`src/hw/rtl/cdc_pkg.sv`:
```
// Shared constants and types for the 3x3 convolution, divide and clamp block.
// No dependencies; used by every module under hw/rtl except cdc_ram.
package cdc_pkg;

  localparam int MAX_WIDTH_DEF = 1024;
  localparam int COEF_BITS_DEF = 8;
  localparam int PIX_BITS = 8;
  localparam int DIV_BITS = 10;
  localparam int WIDTH_BITS = 11;
  localparam int HEIGHT_BITS = 13;
  localparam int MAX_HEIGHT = 4096;
  localparam int PIX_MAX = 255;
  localparam int CFG_IDX_BITS = 3;

  localparam logic [CFG_IDX_BITS-1:0] REG_COEF_TOP = 3'd0;
  localparam logic [CFG_IDX_BITS-1:0] REG_COEF_MID = 3'd1;
  localparam logic [CFG_IDX_BITS-1:0] REG_COEF_BOT = 3'd2;
  localparam logic [CFG_IDX_BITS-1:0] REG_DIVISOR = 3'd3;
  localparam logic [CFG_IDX_BITS-1:0] REG_WIDTH = 3'd4;
  localparam logic [CFG_IDX_BITS-1:0] REG_HEIGHT = 3'd5;

  // Commands from the controller to the datapath.
  typedef struct packed {
    logic load;      // capture the input sample, start the line store read
    logic shift;     // shift the window with the read data, write the stores
    logic mac_clear; // clear the accumulator before the products
    logic mac_step;  // add one window row of products
    logic div_start; // load the divider
    logic div_step;  // one restoring division step
    logic out_load;  // place the clamped quotient into the output register
  } cdc_cmd_t;

  // Status from the datapath to the controller.
  typedef struct packed {
    logic interior;  // the sample just shifted in completes an interior pixel
  } cdc_stat_t;

endpackage

```
`src/hw/rtl/cdc_ctrl.sv`:
```
// Controller state machine: handshakes and sequencing of the datapath.
// Depends on cdc_pkg.
module cdc_ctrl #(
  parameter int COEF_BITS = cdc_pkg::COEF_BITS_DEF
) (
  input  logic               clk,
  input  logic               rst,
  input  logic               in_valid,
  output logic               in_stall,
  output logic               out_valid,
  input  logic               out_stall,
  output cdc_pkg::cdc_cmd_t  cmd,
  input  cdc_pkg::cdc_stat_t stat
);

  localparam int SW = cdc_pkg::PIX_BITS + 1 + COEF_BITS + 4;
  localparam int SCW = $clog2(SW + 1);

  localparam logic [2:0] ST_IDLE  = 3'd0;
  localparam logic [2:0] ST_READ  = 3'd1;
  localparam logic [2:0] ST_SHIFT = 3'd2;
  localparam logic [2:0] ST_CHECK = 3'd3;
  localparam logic [2:0] ST_MAC   = 3'd4;
  localparam logic [2:0] ST_DIV   = 3'd5;
  localparam logic [2:0] ST_OUT   = 3'd6;

  logic [2:0]     state, state_next;
  logic [SCW-1:0] step, step_next;
  logic           out_valid_next;

  assign in_stall = (state != ST_IDLE);

  always_comb begin
    state_next     = state;
    step_next      = step;
    out_valid_next = out_valid && out_stall;
    cmd            = '0;
    case (state)
      ST_IDLE: begin
        if (in_valid) begin
          cmd.load   = 1'b1;
          state_next = ST_READ;
        end
      end
      ST_READ: begin
        state_next = ST_SHIFT;
      end
      ST_SHIFT: begin
        cmd.shift  = 1'b1;
        state_next = ST_CHECK;
      end
      ST_CHECK: begin
        if (stat.interior) begin
          cmd.mac_clear = 1'b1;
          step_next     = '0;
          state_next    = ST_MAC;
        end else begin
          state_next = ST_IDLE;
        end
      end
      ST_MAC: begin
        cmd.mac_step = 1'b1;
        step_next    = step + SCW'(1);
        if (step == SCW'(2)) begin
          state_next = ST_DIV;
          step_next  = '0;
        end
      end
      ST_DIV: begin
        if (step == '0) begin
          cmd.div_start = 1'b1;
        end else begin
          cmd.div_step = 1'b1;
        end
        step_next = step + SCW'(1);
        if (step == SCW'(SW)) begin
          state_next = ST_OUT;
        end
      end
      ST_OUT: begin
        if (!out_valid || !out_stall) begin
          cmd.out_load   = 1'b1;
          out_valid_next = 1'b1;
          state_next     = ST_IDLE;
        end
      end
      default: begin
        state_next = ST_IDLE;
      end
    endcase
  end

  always_ff @(posedge clk) begin
    if (rst) begin
      state     <= ST_IDLE;
      step      <= '0;
      out_valid <= 1'b0;
    end else begin
      state     <= state_next;
      step      <= step_next;
      out_valid <= out_valid_next;
    end
  end

endmodule

```
`config.mk`:
```
export PLATFORM = sky130hd
export DESIGN_NAME = cdc_ctrl
export DESIGN_NICKNAME = d
export VERILOG_FILES = /design/src/hw/rtl/cdc_pkg.sv /design/src/hw/rtl/cdc_ctrl.sv
export SDC_FILE = /design/constraint.sdc
export NUM_CORES = 1
export LEC_CHECK = 0
export BUFFER_PORTS_ARGS = -buffer_cell sky130_fd_sc_hd__buf_2
export CAP_MARGIN = 5
export CORE_MARGIN = 2
export CORE_UTILIZATION = 40
export DETAILED_ROUTE_END_ITERATION = 8
export MAX_ROUTING_LAYER = met4
export PLACE_DENSITY = 0.71
export SYNTH_ARGS = -nofsm -noshare
export SYNTH_HDL_FRONTEND = slang
export SYNTH_SLANG_ARGS = --single-unit
```
`constraint.sdc`:
```
create_clock -name clk -period 2.7 [get_ports clk]
set_input_delay 0.405 -clock clk [delete_from_list [all_inputs] [get_ports clk]]
set_output_delay 0.405 -clock clk [all_outputs]
set_load 0.1 [all_outputs]
```
==> results.md <==
* DR pass1 iterations at 4
* Total Routed Length at 1.34 mm
* Number of global-route vias before repair at 531
* Seq/Total Area, Yosys at 29.6%
* IO Port Bufs at 13
* Synthesized net count at 82
* H-tree Lvls at 1
* Post_cts resized at 0
* Vias at 575
* Initial core utilization at 41.4%
* Hold buffer count at cts at 0
* Die area at 1850 um2
* Via density per instance at 5.58
* Final layout net count at 97
* GR Overflow Total at 0
* Remaining antenna violation count at 0
* Non-filler cells, final at 103
* Main synth FF type: dfxtp_1
* Period utilization at 81.9%
* CP Capture Type: output pin
* Power Total at 350 uW
* FFs w/ async S/R, synth at 0%
* Die Y at 43.0 um
* Largest net degree at the start of global routing at 12
* Avg WL per Cell at 13.0 um
* Endpoints failing hold at 0
* VDD IR max at 0.000325 V
* Layout cells sized above 1 at 23.0%
* Power per cell area at 503 nW/um2
* Required time of the worst setup path at 2.30 ns
* Synthesized netlist cell count at 73
* Io pins at 14
* Worst slew pin tran at 0.489 ns
* Layout Skew at 0.00268 ns
* Clock net sink count at 9
* Placed insts at 99
* Max Freq at 0.452 GHz
* TritonCTS buffer count at 3
* Post-DP HPWL at 977 um
* Syn. warnings at 0
* Max-slew headroom at 67.0%
* Sum Neg Setup Slack at 0 ns
* RSZ-0062 raised after global routing: no
* Ant diodes at 0
* EDFF count, synth at 0
* Max_cap viols at 0
* Status: finished, final reports clean
* Avg Inst Size Synth at 8.35 um2
* R2R depth at 3
* Die Wd at 43.0 um
* Leak Pwr at 0.000304 uW
* Pre-CTS WS at 0.801 ns
* Crit path arrival time at 1.81 ns
* Setup Viol. Count Final at 0
* CTS clk-pin slew, worst paths at 0.07 ns
* Post-route DRC at 0
* Setup Crit Path Kind: register to output pin
* Crit start category: register
* GP Congestion at 0.838
* Worst skew pair latency at 0.26 ns
* Standard-cell rows at 14
* Postcts setup bufs at 0
* Hold depth at 2
* Min cycle time layout at 2.21 ns
* Total GRT Usage at 17.6%
* Slew Viols, Final at 0
* CTS tree: yes
* Syn-to-layout area delta at 14.2%
* 1st-iter DRT viols at 24
* Post-synthesis cell type count at 29
* Bufs on Longest Clock Path at 2
* Clock root cell: clkbuf_4
* Synth Cell Area at 609 um2
* Seq cells post-synth at 9
* Crit-path max FO at 8
* Setup ws final at 0.489 ns
* Hold/Removal Path Class: primary input to register
* First-pass GRT wire length at 2.35 mm
* Total core area at 1470 um2
* Initial antenna violation count at 0
-- final cells by class --
cell class              count  area [um2]
fillers                   163         776
multi-input cells          55         382
flip-flops and latches      9         180
repair buffers             13        65.1
clock buffers               4        26.3
inverters                   6        22.5
well taps                  16        20.0
-- worst paths after layout --
check	from	endpoint	slack [ns]
worst max register to register	state[0]	step[4]	1.18
worst min register to register	out_valid	out_valid	0.52
worst max-delay path	state[2]	cmd[1]	0.49
worst min-delay path	rst	state[2]	0.38
-- registers in the layout, indices dropped and copies added (netlist names) --
signal / count
step: 5
out_valid: 1
state: 3
-- power breakdown --
group	switching (uW)	internal (uW)	leakage, uW
registers	11.3	137	0.0000729
logic	73.9	19.2	0.000217
clock network	51.4	57.1	0.0000150
total	137	214	0.000304
-- stage by stage --
step           hold WS (ns)  instance area [um2]  utilization (%)
2_1_floorplan         0.474                  614                -
3_3_place_gp          0.505                  669             45.5
4_1_cts               0.374                  696             47.3
5_1_grt               0.386                  696             47.3
6_report              0.384                  696             47.3
3_5_place_dp          0.514                  669             45.5
-- synthesized netlist by cell type, drive strengths merged (2+ instances only) --
master / number / area share (%)
nor2: 3 / 1.8
or3: 2 / 2.9
nand3: 4 / 3.3
o211ai: 2 / 2.5
nor3: 2 / 1.6
a2111o: 2 / 3.7
dfxtp: 9 / 30
o21ai: 4 / 3.3
nand4b: 2 / 5.3
inv: 6 / 3.7
nand2: 8 / 4.9
ha: 4 / 8.2
buf: 3 / 4.9
a31oi: 3 / 3.1
nand2b: 2 / 2.1
a21oi: 7 / 5.7
-- metal layers --
layer  wire, um  vias up  global-route usage (%)
li1           -      296                       -
met1        655      267                    20.6
met4         13        0                    9.09
met5          0        -                       -
met3         65        2                    5.53
met2        610       10                    27.0
-- critical path, cell delays in order, from the launching register on --
cell	delay, ns
dfxtp_1	0.45
nor2b_1	0.38
nand2_1	0.13
a21oi_1	0.14
buf_2	0.44
-- cells in the final DEF (no fill, tap or decap) --
| master | n |
|---|---|
| nand4b_4 | 1 |
| a211oi_1 | 1 |
| nor3_2 | 1 |
| xnor2_1 | 1 |
| or3_4 | 1 |
| clkbuf_4 | 3 |
| or3_1 | 1 |
| a21o_1 | 1 |
| buf_2 | 13 |
| dfxtp_1 | 9 |
| and3_1 | 1 |
| a2111o_1 | 2 |
| nand2b_1 | 2 |
| nand2_1 | 8 |
| o2111ai_1 | 1 |
| o21ai_0 | 4 |
| and3b_1 | 1 |
| o211ai_1 | 2 |
| nand4b_1 | 1 |
| nor2b_1 | 1 |
| nand3b_1 | 1 |
| nand3_1 | 4 |
| ha_1 | 4 |
| inv_1 | 6 |
| o311ai_0 | 1 |
| clkbuf_1 | 1 |
| a21oi_1 | 7 |
| nor3_1 | 1 |
| a31oi_1 | 3 |
| mux2_2 | 1 |
| nor2_1 | 3 |
-- cells by family (layout without fill, tap and decap cells) --
group	count (synthesis)	count (layout)	synth area share (%)
buf+inv	9	23	8.62
simple gates	27	27	26.7
mux	1	1	1.85
xor+xnor	1	1	1.44
fa+ha+maj	4	4	8.21
compound gates	22	22	23.6
flops	9	9	29.6
Power figures use the tool's default switching activity.
